`config.mk`:
```
export PLATFORM = sky130hd
export DESIGN_NAME = i2c_bitbang_master_top
export DESIGN_NICKNAME = d
export VERILOG_FILES = /design/src/sv/i2cbb_pkg.sv /design/src/sv/i2c_bitbang_master_top.sv
export SDC_FILE = /design/constraint.sdc
export NUM_CORES = 1
export LEC_CHECK = 0
export BUFFER_PORTS_ARGS = -buffer_cell sky130_fd_sc_hd__buf_2
export CORE_AREA = 2 2 92 183
export CTS_BUF_LIST = sky130_fd_sc_hd__clkbuf_8
export CTS_CLUSTER_DIAMETER = 80
export CTS_CLUSTER_SIZE = 12
export DETAILED_ROUTE_END_ITERATION = 16
export DIE_AREA = 0 0 94 185
export GPL_TIMING_DRIVEN = 0
export PLACE_DENSITY = 0.61
export RECOVER_POWER = 100
export SYNTH_ARGS = -nofsm -noshare
export SYNTH_HDL_FRONTEND = slang
export SYNTH_SLANG_ARGS = --single-unit
```
`constraint.sdc`:
```
create_clock -name clk -period 5.4 [get_ports clk]
set_clock_uncertainty 0.2 [all_clocks]
set_input_delay 0.54 -clock clk [delete_from_list [all_inputs] [get_ports clk]]
set_output_delay 0.54 -clock clk [all_outputs]
set_load 0.01 [all_outputs]
```
`src/sv/i2cbb_pkg.sv`:
```
// Package for the bit-level I2C master: request and result structs,
// opcode, phase and register-index codes. No dependencies.
`default_nettype none
package i2cbb_pkg;

	localparam int unsigned CfgIdxW = 2;
	localparam int unsigned CfgDataW = 10;

	typedef enum logic [2:0] {
		OP_TICK  = 3'd0,
		OP_START = 3'd1,
		OP_STOP  = 3'd2,
		OP_WRITE = 3'd3,
		OP_READ  = 3'd4,
		OP_WACK  = 3'd5
	} op_t;

	typedef enum logic [CfgIdxW-1:0] {
		REG_BIT_HALF   = 2'd0,
		REG_START_STOP = 2'd1,
		REG_POLL_LIMIT = 2'd2
	} reg_idx_t;

	typedef enum logic [3:0] {
		PH_IDLE     = 4'd0,
		PH_S1       = 4'd1,
		PH_S2       = 4'd2,
		PH_P1       = 4'd3,
		PH_P2       = 4'd4,
		PH_W_LOW    = 4'd5,
		PH_W_HIGH   = 4'd6,
		PH_R_LOW    = 4'd7,
		PH_R_HIGH   = 4'd8,
		PH_RA_LOW   = 4'd9,
		PH_RA_HIGH  = 4'd10,
		PH_A_SETTLE = 4'd11,
		PH_A_POLL   = 4'd12
	} phase_t;

	localparam logic [7:0] BitHalfReset   = 8'd2;
	localparam logic [7:0] StartStopReset = 8'd4;
	localparam logic [9:0] PollLimitReset = 10'd250;
	localparam logic [3:0] BitsPerByte    = 4'd8;

	typedef struct packed {
		logic [2:0] op;
		logic [7:0] data_byte;
		logic       send_ack;
		logic       sda_in;
	} cmd_t;

	typedef struct packed {
		logic       scl_level;
		logic       sda_level;
		logic       sda_drive;
		logic       busy_res;
		logic       done_res;
		logic [7:0] rx_byte;
		logic       ack_ok;
		logic       timed_out;
	} res_t;

endpackage
`default_nettype wire

```
`src/sv/i2c_bitbang_master_top.sv`:
```
// Bit-level I2C master, byte commands, SCL/SDA levels as results.
// Depends on i2cbb_pkg.
`default_nettype none
// Usage:
//  - cmd channel (cmd_valid/cmd_ready/cmd): one request per item. In idle,
//    op start/stop/write/read/wait-ack launches a sequence; op tick advances
//    the running sequence by one tick. Commands seen while busy are dropped.
//  - res channel (res_valid/res_ready/res): exactly one result per request,
//    carrying pin levels, busy/done flags, last read byte and ack status.
//  - cfg port (cfg_we/cfg_idx/cfg_wdata): single-cycle write of the three
//    timing registers; write only while no sequence runs.
// Output: each result is registered and appears on res in the cycle after accept.
// Throughput: one request per cycle unless res backs up; the sequencer state
// update is one compare-and-increment of the delay or poll counter, on accept.
// Stall: the result register holds while res_ready is low; cmd_ready is
// high whenever the result register is empty or being drained.
// Reset: sequencer idle, SCL/SDA high and driven, flags and received byte
// cleared, timing registers at 2 / 4 / 250, no result pending.
module i2c_bitbang_master_top (
	input  wire                              clk,
	input  wire                              arst_n,
	input  wire                              cmd_valid,
	output logic                             cmd_ready,
	input  i2cbb_pkg::cmd_t                  cmd,
	output logic                             res_valid,
	input  wire                              res_ready,
	output i2cbb_pkg::res_t                  res,
	input  wire                              cfg_we,
	input  wire [i2cbb_pkg::CfgIdxW-1:0]     cfg_idx,
	input  wire [i2cbb_pkg::CfgDataW-1:0]    cfg_wdata
);
	import i2cbb_pkg::*;

	// timing registers
	logic [7:0] bit_half_q, start_stop_q;
	logic [9:0] poll_limit_q;

	// sequencer state
	phase_t     phase_q, phase_n;
	logic [3:0] bit_cnt_q, bit_cnt_n;
	logic [7:0] shift_q, shift_n;
	logic [7:0] delay_q, delay_n;
	logic [9:0] poll_q, poll_n;
	logic       scl_q, scl_n, sda_q, sda_n, drive_q, drive_n;
	logic       ack_flag_q, ack_flag_n, ack_send_q, ack_send_n;
	logic [7:0] rx_hold_q, rx_hold_n;
	logic       tmo_q, tmo_n;
	logic       done_n;

	logic       res_valid_q;
	res_t       res_q;

	logic       accept;
	logic [7:0] dly_inc, lim_sel;
	logic       elapsed;
	logic [3:0] bit_inc;
	logic [7:0] shift_sh;

	assign cmd_ready = !res_valid_q || res_ready;
	assign accept    = cmd_valid && cmd_ready;
	assign res_valid = res_valid_q;
	assign res       = res_q;

	always_ff @(posedge clk or negedge arst_n) begin
		if (!arst_n) begin
			bit_half_q   <= BitHalfReset;
			start_stop_q <= StartStopReset;
			poll_limit_q <= PollLimitReset;
		end else if (cfg_we) begin
			case (reg_idx_t'(cfg_idx))
				REG_BIT_HALF:   bit_half_q   <= cfg_wdata[7:0];
				REG_START_STOP: start_stop_q <= cfg_wdata[7:0];
				REG_POLL_LIMIT: poll_limit_q <= cfg_wdata;
				default:        ;
			endcase
		end
	end

	// Phase timer: start/stop phases use start_stop_q, bit phases bit_half_q.
	// A zero limit elapses on every tick.
	assign lim_sel  = (phase_q == PH_S1 || phase_q == PH_S2 ||
	                   phase_q == PH_P1 || phase_q == PH_P2) ? start_stop_q : bit_half_q;
	assign dly_inc  = delay_q + 8'd1;
	assign elapsed  = (dly_inc >= lim_sel);
	assign bit_inc  = bit_cnt_q + 4'd1;
	assign shift_sh = {shift_q[6:0], 1'b0};

	always_comb begin
		phase_n    = phase_q;
		bit_cnt_n  = bit_cnt_q;
		shift_n    = shift_q;
		delay_n    = delay_q;
		poll_n     = poll_q;
		scl_n      = scl_q;
		sda_n      = sda_q;
		drive_n    = drive_q;
		ack_flag_n = ack_flag_q;
		ack_send_n = ack_send_q;
		rx_hold_n  = rx_hold_q;
		tmo_n      = tmo_q;
		done_n     = 1'b0;

		if (cmd.op >= OP_START && cmd.op <= OP_WACK) begin
			if (phase_q == PH_IDLE) begin
				delay_n = 8'd0;
				case (op_t'(cmd.op))
					OP_START: begin
						drive_n = 1'b1; scl_n = 1'b1; sda_n = 1'b1; phase_n = PH_S1;
					end
					OP_STOP: begin
						drive_n = 1'b1; scl_n = 1'b0; sda_n = 1'b0; phase_n = PH_P1;
					end
					OP_WRITE: begin
						drive_n = 1'b1; scl_n = 1'b0; bit_cnt_n = 4'd0;
						shift_n = cmd.data_byte; sda_n = cmd.data_byte[7];
						phase_n = PH_W_LOW;
					end
					OP_READ: begin
						drive_n = 1'b0; scl_n = 1'b0; bit_cnt_n = 4'd0; shift_n = 8'd0;
						ack_send_n = cmd.send_ack; phase_n = PH_R_LOW;
					end
					default: begin
						drive_n = 1'b0; scl_n = 1'b1; poll_n = 10'd0;
						ack_flag_n = 1'b0; tmo_n = 1'b0; phase_n = PH_A_SETTLE;
					end
				endcase
			end
		end else if (cmd.op == OP_TICK && phase_q != PH_IDLE) begin
			// shared timer step for every timed phase
			if (phase_q != PH_A_POLL) begin
				delay_n = elapsed ? 8'd0 : dly_inc;
			end
			case (phase_q)
				PH_S1: if (elapsed) begin
					sda_n = 1'b0; phase_n = PH_S2;
				end
				PH_S2: if (elapsed) begin
					scl_n = 1'b0; phase_n = PH_IDLE; done_n = 1'b1;
				end
				PH_P1: if (elapsed) begin
					scl_n = 1'b1; sda_n = 1'b1; phase_n = PH_P2;
				end
				PH_P2: if (elapsed) begin
					phase_n = PH_IDLE; done_n = 1'b1;
				end
				PH_W_LOW: if (elapsed) begin
					scl_n = 1'b1; phase_n = PH_W_HIGH;
				end
				PH_W_HIGH: if (elapsed) begin
					scl_n = 1'b0; bit_cnt_n = bit_inc; shift_n = shift_sh;
					if (bit_inc >= BitsPerByte) begin
						phase_n = PH_IDLE; done_n = 1'b1;
					end else begin
						sda_n = shift_sh[7]; phase_n = PH_W_LOW;
					end
				end
				PH_R_LOW: if (elapsed) begin
					scl_n = 1'b1; shift_n = {shift_q[6:0], cmd.sda_in}; phase_n = PH_R_HIGH;
				end
				PH_R_HIGH: if (elapsed) begin
					scl_n = 1'b0; bit_cnt_n = bit_inc;
					if (bit_inc >= BitsPerByte) begin
						// byte complete: drive the ACK/NACK level for the ack clock
						rx_hold_n = shift_q; drive_n = 1'b1; sda_n = !ack_send_q;
						phase_n = PH_RA_LOW;
					end else begin
						phase_n = PH_R_LOW;
					end
				end
				PH_RA_LOW: if (elapsed) begin
					scl_n = 1'b1; phase_n = PH_RA_HIGH;
				end
				PH_RA_HIGH: if (elapsed) begin
					scl_n = 1'b0; phase_n = PH_IDLE; done_n = 1'b1;
				end
				PH_A_SETTLE: if (elapsed) begin
					phase_n = PH_A_POLL;
				end
				PH_A_POLL: begin
					if (!cmd.sda_in) begin
						scl_n = 1'b0; ack_flag_n = 1'b1; phase_n = PH_IDLE; done_n = 1'b1;
					end else if (poll_q >= poll_limit_q) begin
						// timeout: flag now, then run a stop condition
						tmo_n = 1'b1; drive_n = 1'b1; scl_n = 1'b0; sda_n = 1'b0;
						delay_n = 8'd0; phase_n = PH_P1;
					end else begin
						poll_n = poll_q + 10'd1;
					end
				end
				default: phase_n = PH_IDLE;
			endcase
		end
	end

	always_ff @(posedge clk or negedge arst_n) begin
		if (!arst_n) begin
			phase_q     <= PH_IDLE;
			bit_cnt_q   <= 4'd0;
			shift_q     <= 8'd0;
			delay_q     <= 8'd0;
			poll_q      <= 10'd0;
			scl_q       <= 1'b1;
			sda_q       <= 1'b1;
			drive_q     <= 1'b1;
			ack_flag_q  <= 1'b0;
			ack_send_q  <= 1'b0;
			rx_hold_q   <= 8'd0;
			tmo_q       <= 1'b0;
			res_valid_q <= 1'b0;
		end else begin
			if (accept) begin
				phase_q    <= phase_n;
				bit_cnt_q  <= bit_cnt_n;
				shift_q    <= shift_n;
				delay_q    <= delay_n;
				poll_q     <= poll_n;
				scl_q      <= scl_n;
				sda_q      <= sda_n;
				drive_q    <= drive_n;
				ack_flag_q <= ack_flag_n;
				ack_send_q <= ack_send_n;
				rx_hold_q  <= rx_hold_n;
				tmo_q      <= tmo_n;
			end
			if (accept) begin
				res_valid_q <= 1'b1;
			end else if (res_ready) begin
				res_valid_q <= 1'b0;
			end
		end
	end

	// result payload register, loaded with the post-request state
	always_ff @(posedge clk) begin
		if (accept) begin
			res_q.scl_level <= scl_n;
			res_q.sda_level <= sda_n;
			res_q.sda_drive <= drive_n;
			res_q.busy_res  <= (phase_n != PH_IDLE);
			res_q.done_res  <= done_n;
			res_q.rx_byte   <= rx_hold_n;
			res_q.ack_ok    <= ack_flag_n;
			res_q.timed_out <= tmo_n;
		end
	end

endmodule
`default_nettype wire

```
==> results.cfg, run 1 <==
[finish]
fin_util = 0.3644
fin_cells = 799
area_delta_synth_final_pct = 12.58
seqCellArea_um2 = 2341
multi_input_area_um2 = 2664
diodes = 0
final.fill_count = 1631
nNetsFinal = 641
postLayoutCellArea_um2 = 5868
layout-drive-gt1-share = 0.1765

[min_path]
min-delay-path-class = in2reg
min_from = cmd_valid

[synth]
ys_ff_latch = 90
synth_common_cells = dfrtp_1, nor2_1, o21ai_0, mux2_2, nand2_1
yosysTopAreaCellShare = 0.3072
synth_most_common_cell = dfrtp_1
syn_area_per_cell_um2 = 9.798
syn_area_um2 = 5212
ys_seq_area_frac = 0.4491
ys.warnings.count = 0
synth_top_flop_cell = dfrtp_1
synth_async_sr_flop_share = 0.8333
synth.area.top_cells = dfrtp_1, edfxtp_1, mux2_2, dfstp_2, ha_1
synth_nets = 583
synth_edf_count = 15
syn_inst = 532
ys_types = 66
synth_largest_area_cell = dfrtp_1

[clock_tree]
clk_pin_slew_worst_paths_ns = 0.09
cts_resized = 0
cts_root_buffer = clkbuf_8
cts_setup_buffers = 0
cts_tree = yes
clkLatencyLatePin_ns = 0.37
cts_max_path_buffers = 2
cts.sinks = 90
cts_max_level = 3
cts_buffers = 9
cts_hold_repair.buffers = 1

[sta]
grt_setup_unrepaired = false
drv_slew = 54
tns_ns = 0
min_period_ns = 4.975
setup_viol = 0
fin_crit_sh = 0.9213
finalHoldViolCount = 0
max_slew_margin = -0.6733
tightest_slew_ns = 2.510
max_freq_mhz = 201.0
hold_ws_ns = 0.1748
setup_slack_ns = 0.4249

[critical_path]
worstSetupPathType = reg2reg
crit_path_top_delay_cell = nor3_2
startpoint_type = flop
crit_arrival_ns = 5.03
slowest_delay_ns = 0.76
critPathLaunch = phase_q[1]
cp.buffers_inverters = 2
critPathCaptureType = flop
crit_fanout = 10
cpLargestDelayFamily = simple AND/OR/NAND/NOR gates
timing.rr.start = phase_q[1]
crit_chain = clkbuf_1 > nor3_1 > nor3_2 > mux2_2 > ha_1 > nand2b_1 > a2111oi_4 > o31a_1 > clkbuf_1 > o31ai_1 > and2_1 > a22o_1 > a22o_1
worst_ep_required_time_ns = 5.45

[route]
drt-met1-wl_um = 5444
via_count = 4332
drc = 0
wl_met2_um = 6705
routed_wire_length_per_instance_um = 16.49
dr.first_iter.drc_count = 361
postRouteAntennaNets = 0
drt_wl_total_um = 13170
top_layer_used = met4
first_pass_iters = 5
dr_wl_met3_um = 680
vias_per_cell = 5.422

[placed_design]
post-place-ws_ns = 0.5465
placed_area_um2 = 5723
gp_congestion = 0.8799
dp_cells = 782
portBuffers = 45
hpwl_um = 9651

[global_routing]
grt.total_usage = 0.1567
antenna_found_initial = 0
grt_pass1_vias = 4250
grt_overflow = 0
grt_max_degree = 54
grt_pass1_wl_um = 21630

[floorplan]
num_rows = 66
dieArea_um2 = 17390
ios = 47
core_area_um2 = 16100
start_util = 0.3237
chipWidth_um = 94
die_h_um = 185

[power]
power.density_nw_per_um2 = 423.7
leakage_nw = 2.394
total_power_mw = 2.486
max-vdd-ir-drop_v = 0.0001998

[outcome]
violations = capacitance limit, slew limit
run_status = complete, but fails checks

[job]
maxCapViolations = 1
==> worst paths after layout <==
kind	slack, ns	endpoint	cells past startpoint
max	0.42	bit_cnt_q[3]	13
min	0.17	res_valid	2
max reg2reg	0.42	bit_cnt_q[3]	13
min reg2reg	0.29	bit_cnt_q[2]	1
max in group asynchronous	0.97	shift_q[7]	3
min in group asynchronous	0.78	start_stop_q[4]	2
==> worst register-to-register path, delay by kind of cell, from the launching register on <==
kind | cells | cell delay, ns
AOI/OAI and AO/OA | 5 | 1.30
adders and majority gates | 1 | 0.26
buffers and inverters | 2 | 0.87
DFF | 1 | 0.47
muxes | 1 | 0.43
and+or+nand+nor | 4 | 1.34
==> state kept, by name, indices dropped and copies added, names as in the netlist, 8 cells and up <==
signal,flops
bit_half_q,8
start_stop_q,8
rx_hold_q,8
shift_q,8
delay_q,8
res,15
poll_limit_q,10
poll_q,10
==> layout by cell type, fill, tap and decap left out, types with 7 or more instances in the layout <==
master	n
a21oi_1	37
a22oi_1	9
a31oi_1	7
and3_1	9
buf_2	29
clkbuf_1	36
clkbuf_8	9
dfrtp_1	64
dfstp_2	10
edfxtp_1	15
ha_1	21
inv_1	19
mux2_2	37
mux2i_1	7
nand2_1	38
nand3_1	17
nand4_1	11
nor2_1	61
o21ai_0	44
o31ai_1	7
==> power breakdown <==
part | leakage [nW] | total [mW] | internal [mW] | switching, mW
combinational | 1.26 | 0.984 | 0.387 | 0.597
clock | 0.108 | 0.511 | 0.261 | 0.251
sequential | 1.03 | 0.991 | 0.877 | 0.114
==> cell families (layout without fill, tap and decap cells) <==
family / Yosys count / in the layout / synth area share
flops: 90 / 90 / 0.4491
compound gates: 144 / 144 / 0.1817
simple gates: 178 / 178 / 0.1683
mux: 47 / 47 / 0.09986
xor+xnor: 9 / 9 / 0.01512
fa+ha+maj: 21 / 21 / 0.05041
buf+inv: 43 / 106 / 0.03552
==> metal layers <==
layer,global-route usage,up-vias
met5,0,-
met4,0.06261,0
met3,0.02319,31
met2,0.2594,160
met1,0.2035,2069
li1,-,2072
==> layout make-up <==
class / instances / area share
inverter: 19 / 0.01215
sequential: 90 / 0.3989
clock buffer: 9 / 0.02111
timing repair buffer: 47 / 0.03753
tap: 204 / 0.04350
clock inverter: 7 / 0.01599
buffer: 24 / 0.01684
multi-input combinational: 399 / 0.4539
Power figures use the tool's default switching activity.
==> run 2: changes to the inputs <==
==> constraint.sdc (replaced) <==
create_clock -name clk -period 5.3 [get_ports clk]
set_clock_uncertainty 0.2 [all_clocks]
set_input_delay 0.53 -clock clk [delete_from_list [all_inputs] [get_ports clk]]
set_output_delay 0.53 -clock clk [all_outputs]
set_load 0.01 [all_outputs]
==> run 2 against run 1 <==
  * The run still ends with capacitance limit, slew limit left
  * Worst hold slack got worse by 0.0088 ns
  * Clock-buffer cell count did not move
  * Cell count did not move
  * Critical path depth fell by 1
  * Flip-flop and latch count did not move
  * Wire length barely moved
  * First-iteration DRC count fell by 0.83%
  * Largest cell class unchanged
==> results.cfg, run 2 (same netlist as run 1, synthesis figures left out) <==
[critical_path]
worstSetupPathType = reg2reg
startpoint_type = flop
crit_fanout = 10
critPathCaptureType = flop
worst_ep_required_time_ns = 5.32
crit_arrival_ns = 4.92

[clock_tree]
clkLatencyLatePin_ns = 0.37
cts_max_level = 3
cts.sinks = 90
clk_pin_slew_worst_paths_ns = 0.09
cts_buffers = 9
cts_root_buffer = clkbuf_8
cts_tree = yes
cts_max_path_buffers = 2

[sta]
drv_slew = 54
tightest_slew_ns = 2.509
max_slew_margin = -0.6728
grt_setup_unrepaired = false
fin_crit_sh = 0.9248
hold_ws_ns = 0.1660
setup_slack_ns = 0.3988
tns_ns = 0
max_freq_mhz = 204.0
min_period_ns = 4.901
finalHoldViolCount = 0
setup_viol = 0

[floorplan]
die_h_um = 185
dieArea_um2 = 17390
start_util = 0.3237
chipWidth_um = 94
num_rows = 66
ios = 47
core_area_um2 = 16100

[global_routing]
antenna_found_initial = 0
grt_max_degree = 54
grt.total_usage = 0.1567
grt_overflow = 0
grt_pass1_wl_um = 21630
grt_pass1_vias = 4250

[placed_design]
hpwl_um = 9651
portBuffers = 45
post-place-ws_ns = 0.4465
gp_congestion = 0.8799

[route]
via_count = 4340
routed_wire_length_per_instance_um = 16.50
vias_per_cell = 5.432
dr.first_iter.drc_count = 358
postRouteAntennaNets = 0
drt_wl_total_um = 13180
first_pass_iters = 7
drc = 0

[finish]
nNetsFinal = 641
fin_util = 0.3646
layout-drive-gt1-share = 0.1782
largest_reg_flops = 15
area_delta_synth_final_pct = 12.65
final.fill_count = 1631
layout_commonest_cell = dfrtp_1
mostFrequentLayoutCells = dfrtp_1, nor2_1, o21ai_0
diodes = 0

[power]
max-vdd-ir-drop_v = 0.0002024
power.density_nw_per_um2 = 431.5
leakage_nw = 2.396

[outcome]
run_status = complete, but fails checks
violations = capacitance limit, slew limit

[min_path]
min-delay-path-class = in2reg

[job]
maxCapViolations = 1
run 2: power by group:
part,internal (mW),switching [mW],total (mW)
Combinational,0.395,0.609,1.00
Clock,0.266,0.254,0.520
Sequential,0.893,0.116,1.01
run 2: final cells by class:
| class | count | area (µm²) | share of cell area |
|---|---|---|---|
| clock buffer | 9 | 123.9 | 0.02110 |
| clock inverter | 7 | 93.84 | 0.01598 |
| tap | 204 | 255.2 | 0.04347 |
| buffer | 24 | 102.6 | 0.01747 |
| multi-input combinational | 399 | 2664 | 0.4537 |
| timing repair buffer | 47 | 220.2 | 0.03750 |
| inverter | 19 | 71.32 | 0.01215 |
| sequential | 90 | 2341 | 0.3987 |
run 2: path summary, 6_finish.rpt:
check                           cells after the start  slack, ns         start         endpoint
worst max register to register                     12       0.40    phase_q[1]       shift_q[2]
worst max-delay path                               12       0.40    phase_q[1]       shift_q[2]
worst min-delay path                                2       0.17     cmd_valid        res_valid
min in group asynchronous                           2       0.76        arst_n  start_stop_q[4]
worst min register to register                      1       0.29  bit_cnt_q[2]     bit_cnt_q[2]
max in group asynchronous                           3       0.89        arst_n       shift_q[7]
run 2: routing by layer:
metal / vias to the layer above / track usage / routed length [µm]
li1: 2069 / - / -
met1: 2077 / 0.2035 / 5458
met2: 160 / 0.2594 / 6705
met3: 34 / 0.02319 / 668
met4: 0 / 0.06261 / 348
met5: - / 0 / 0
run 2: metrics by stage:
step	power (mW)	cell area, µm²	instances
after floorplan	1.747	5213	532
after global placement	2.022	5693	781
after detailed placement	2.035	5723	782
after CTS	2.569	5951	799
after global routing	2.716	5872	799
final	2.534	5872	799
run 2: what timing repair did:
item	in CTS	in global routing
endpoints found under the hold margin	22	0
gates resized for setup	0	0
buffers inserted	0	0
hold buffers	1	0
run 2: critical path, cell delays in order, from the launching register on:
cell and delay (ns):
dfrtp_1 0.46, clkbuf_1 0.41, nor3_1 0.17, nor3_2 0.76
mux2_2 0.42, ha_1 0.27, nand2b_1 0.14, a2111oi_4 0.10
o31a_1 0.28, or3_4 0.37, a211oi_2 0.58, clkbuf_1 0.45
a21oi_1 0.14
==> run 3: changes to the inputs <==
--- a/config.mk
+++ b/config.mk
@@ -15,6 +15,8 @@
 export GPL_TIMING_DRIVEN = 0
 export PLACE_DENSITY = 0.61
 export RECOVER_POWER = 100
+export SKIP_CTS_REPAIR_TIMING = 1
+export SLEW_MARGIN = 30
 export SYNTH_ARGS = -nofsm -noshare
 export SYNTH_HDL_FRONTEND = slang
 export SYNTH_SLANG_ARGS = --single-unit
==> constraint.sdc (replaced) <==
create_clock -name clk -period 5.3 [get_ports clk]
set_clock_uncertainty 0.2 [all_clocks]
set_input_delay 1.06 -clock clk [delete_from_list [all_inputs] [get_ports clk]]
set_output_delay 1.06 -clock clk [all_outputs]
set_load 0.01 [all_outputs]
==> run 3 against run 2 <==
  * The flow still finishes with violations (capacitance limit, slew limit)
  * Power shrank 2.7%
  * Global-route usage rose by 0.15 points
  * Die area unchanged
  * Cell count is 0.13% lower
  * Sequential share of layout area grew 0.28 points
  * Register-to-register slack lost 0.04 ns
  * Worst hold slack gained 0.12 ns
  * Wire length rose by 1.5%
  * Flip-flop and latch count stayed put
  * Sequential power about the same
  * Non-clock buffer count decreased by 1
  * Fmax is 0.85% lower
  * Critical endpoint unchanged
  * Largest cell class unchanged
==> results.cfg, run 3 (same netlist as run 1, synthesis figures left out) <==
[critical_path]
worst_ep_required_time_ns = 5.33
worstSetupPathType = reg2reg
startpoint_type = flop
critPathCaptureType = flop
crit_fanout = 10
crit_arrival_ns = 4.97

[route]
drc = 0
first_pass_iters = 6
postRouteAntennaNets = 0
via_count = 4313
routed_wire_length_per_instance_um = 16.76
dr.first_iter.drc_count = 365
vias_per_cell = 5.405
drt_wl_total_um = 13370

[global_routing]
grt_overflow = 0
grt_pass1_wl_um = 21820
grt_pass1_vias = 4267
antenna_found_initial = 0
grt.total_usage = 0.1582
grt_max_degree = 54

[floorplan]
die_h_um = 185
ios = 47
chipWidth_um = 94
dieArea_um2 = 17390
num_rows = 66
core_area_um2 = 16100
start_util = 0.3237

[placed_design]
gp_congestion = 0.8799
placed_area_um2 = 5733
portBuffers = 45
dp_cells = 782
hpwl_um = 9655

[sta]
min_period_ns = 4.943
max_slew_margin = -0.6820
tightest_slew_ns = 2.523
grt_setup_unrepaired = false
setup_viol = 0
fin_crit_sh = 0.9327
finalHoldViolCount = 0
drv_slew = 54
tns_ns = 0
max_freq_mhz = 202.3

[finish]
nNetsFinal = 640
mostFrequentLayoutCells = dfrtp_1, nor2_1, o21ai_0
fin_util = 0.3621
final.fill_count = 1635
diodes = 0
layout_commonest_cell = dfrtp_1
postLayoutCellArea_um2 = 5831
fin_cells = 798
layout-drive-gt1-share = 0.1852
largest_reg_flops = 15
area_delta_synth_final_pct = 11.86

[clock_tree]
cts_max_path_buffers = 2
clkLatencyLatePin_ns = 0.38
cts_buffers = 9
cts_tree = yes
cts_max_level = 3
cts_root_buffer = clkbuf_8
cts.sinks = 90
clk_pin_slew_worst_paths_ns = 0.09

[power]
power.density_nw_per_um2 = 422.9
leakage_nw = 2.388
max-vdd-ir-drop_v = 0.0001480
total_power_mw = 2.466

[min_path]
min-delay-path-class = reg2reg

[job]
maxCapViolations = 1

[outcome]
violations = capacitance limit, slew limit
run_status = complete, but fails checks
[run 3: cell count changes in the layout (fill, tap and decap cells not counted)]
cell,before,now
inv_4,1,0
buf_2,29,31
clkinvlp_4,2,1
o31ai_2,0,1
inv_6,1,2
dlygate4sd3_1,1,0
clkinv_4,0,3
bufinv_16,2,0
dfstp_2,10,11
dfstp_1,1,0
clkbuf_1,35,33
o31ai_1,7,6
[run 3: path summary, 6_finish.rpt]
kind | startpoint | to | slack (ns) | depth (start not counted)
max in group asynchronous | arst_n | ack_flag_q | 0.90 | 2
min | bit_cnt_q[2] | bit_cnt_q[2] | 0.29 | 1
min reg2reg | bit_cnt_q[2] | bit_cnt_q[2] | 0.29 | 1
max | phase_q[1] | shift_q[2] | 0.36 | 12
min in group asynchronous | arst_n | start_stop_q[4] | 0.73 | 1
max reg2reg | phase_q[1] | shift_q[2] | 0.36 | 12
[run 3: layout make-up]
type,count,area [µm²],share of cell area
multi-input cells,399,2669,0.4577
flip-flops and latches,90,2341,0.4015
well taps,204,255.2,0.04378
repair buffers,46,210.2,0.03605
clock buffers,9,123.9,0.02124
plain buffers,24,105.1,0.01803
inverters,19,71.32,0.01223
clock inverters,7,55.05,0.009442
[run 3: worst max-delay path: stages, from the launching register on]
cell and delay (ns):
dfrtp_1 0.48, clkbuf_1 0.43, nor3_1 0.17, nor3_2 0.76, mux2_2 0.42, ha_1 0.27, nand2b_1 0.14, a2111oi_4 0.10
o31a_1 0.29, or3_4 0.37, a211oi_2 0.58, clkbuf_1 0.45, a21oi_1 0.13
[run 3: through the flow]
stage	worst slack, ns	hold slack, ns
floorplan	1.347	0.2502
global placement	0.4301	0.2780
detailed placement	0.4478	0.2767
CTS	0.4259	0.2922
global route	0.09985	0.3124
finish	0.3569	0.2896
[run 3: power breakdown]
group	switching [mW]	total, mW	leakage (nW)	internal (mW)
Sequential	0.118	1.01	1.03	0.894
Clock	0.269	0.444	0.0916	0.175
Combinational	0.613	1.01	1.27	0.397
Total	1.00	2.47	2.39	1.47
[run 3: metal layers]
metal  part of all wire  global-route usage  vias to the layer above
li1                   -                   -                     2060
met3              0.051             0.02116                       29
met1               0.42              0.2072                     2055
met4              0.025             0.06261                        0
met2               0.51              0.2620                      169
met5                  0                   0                        -
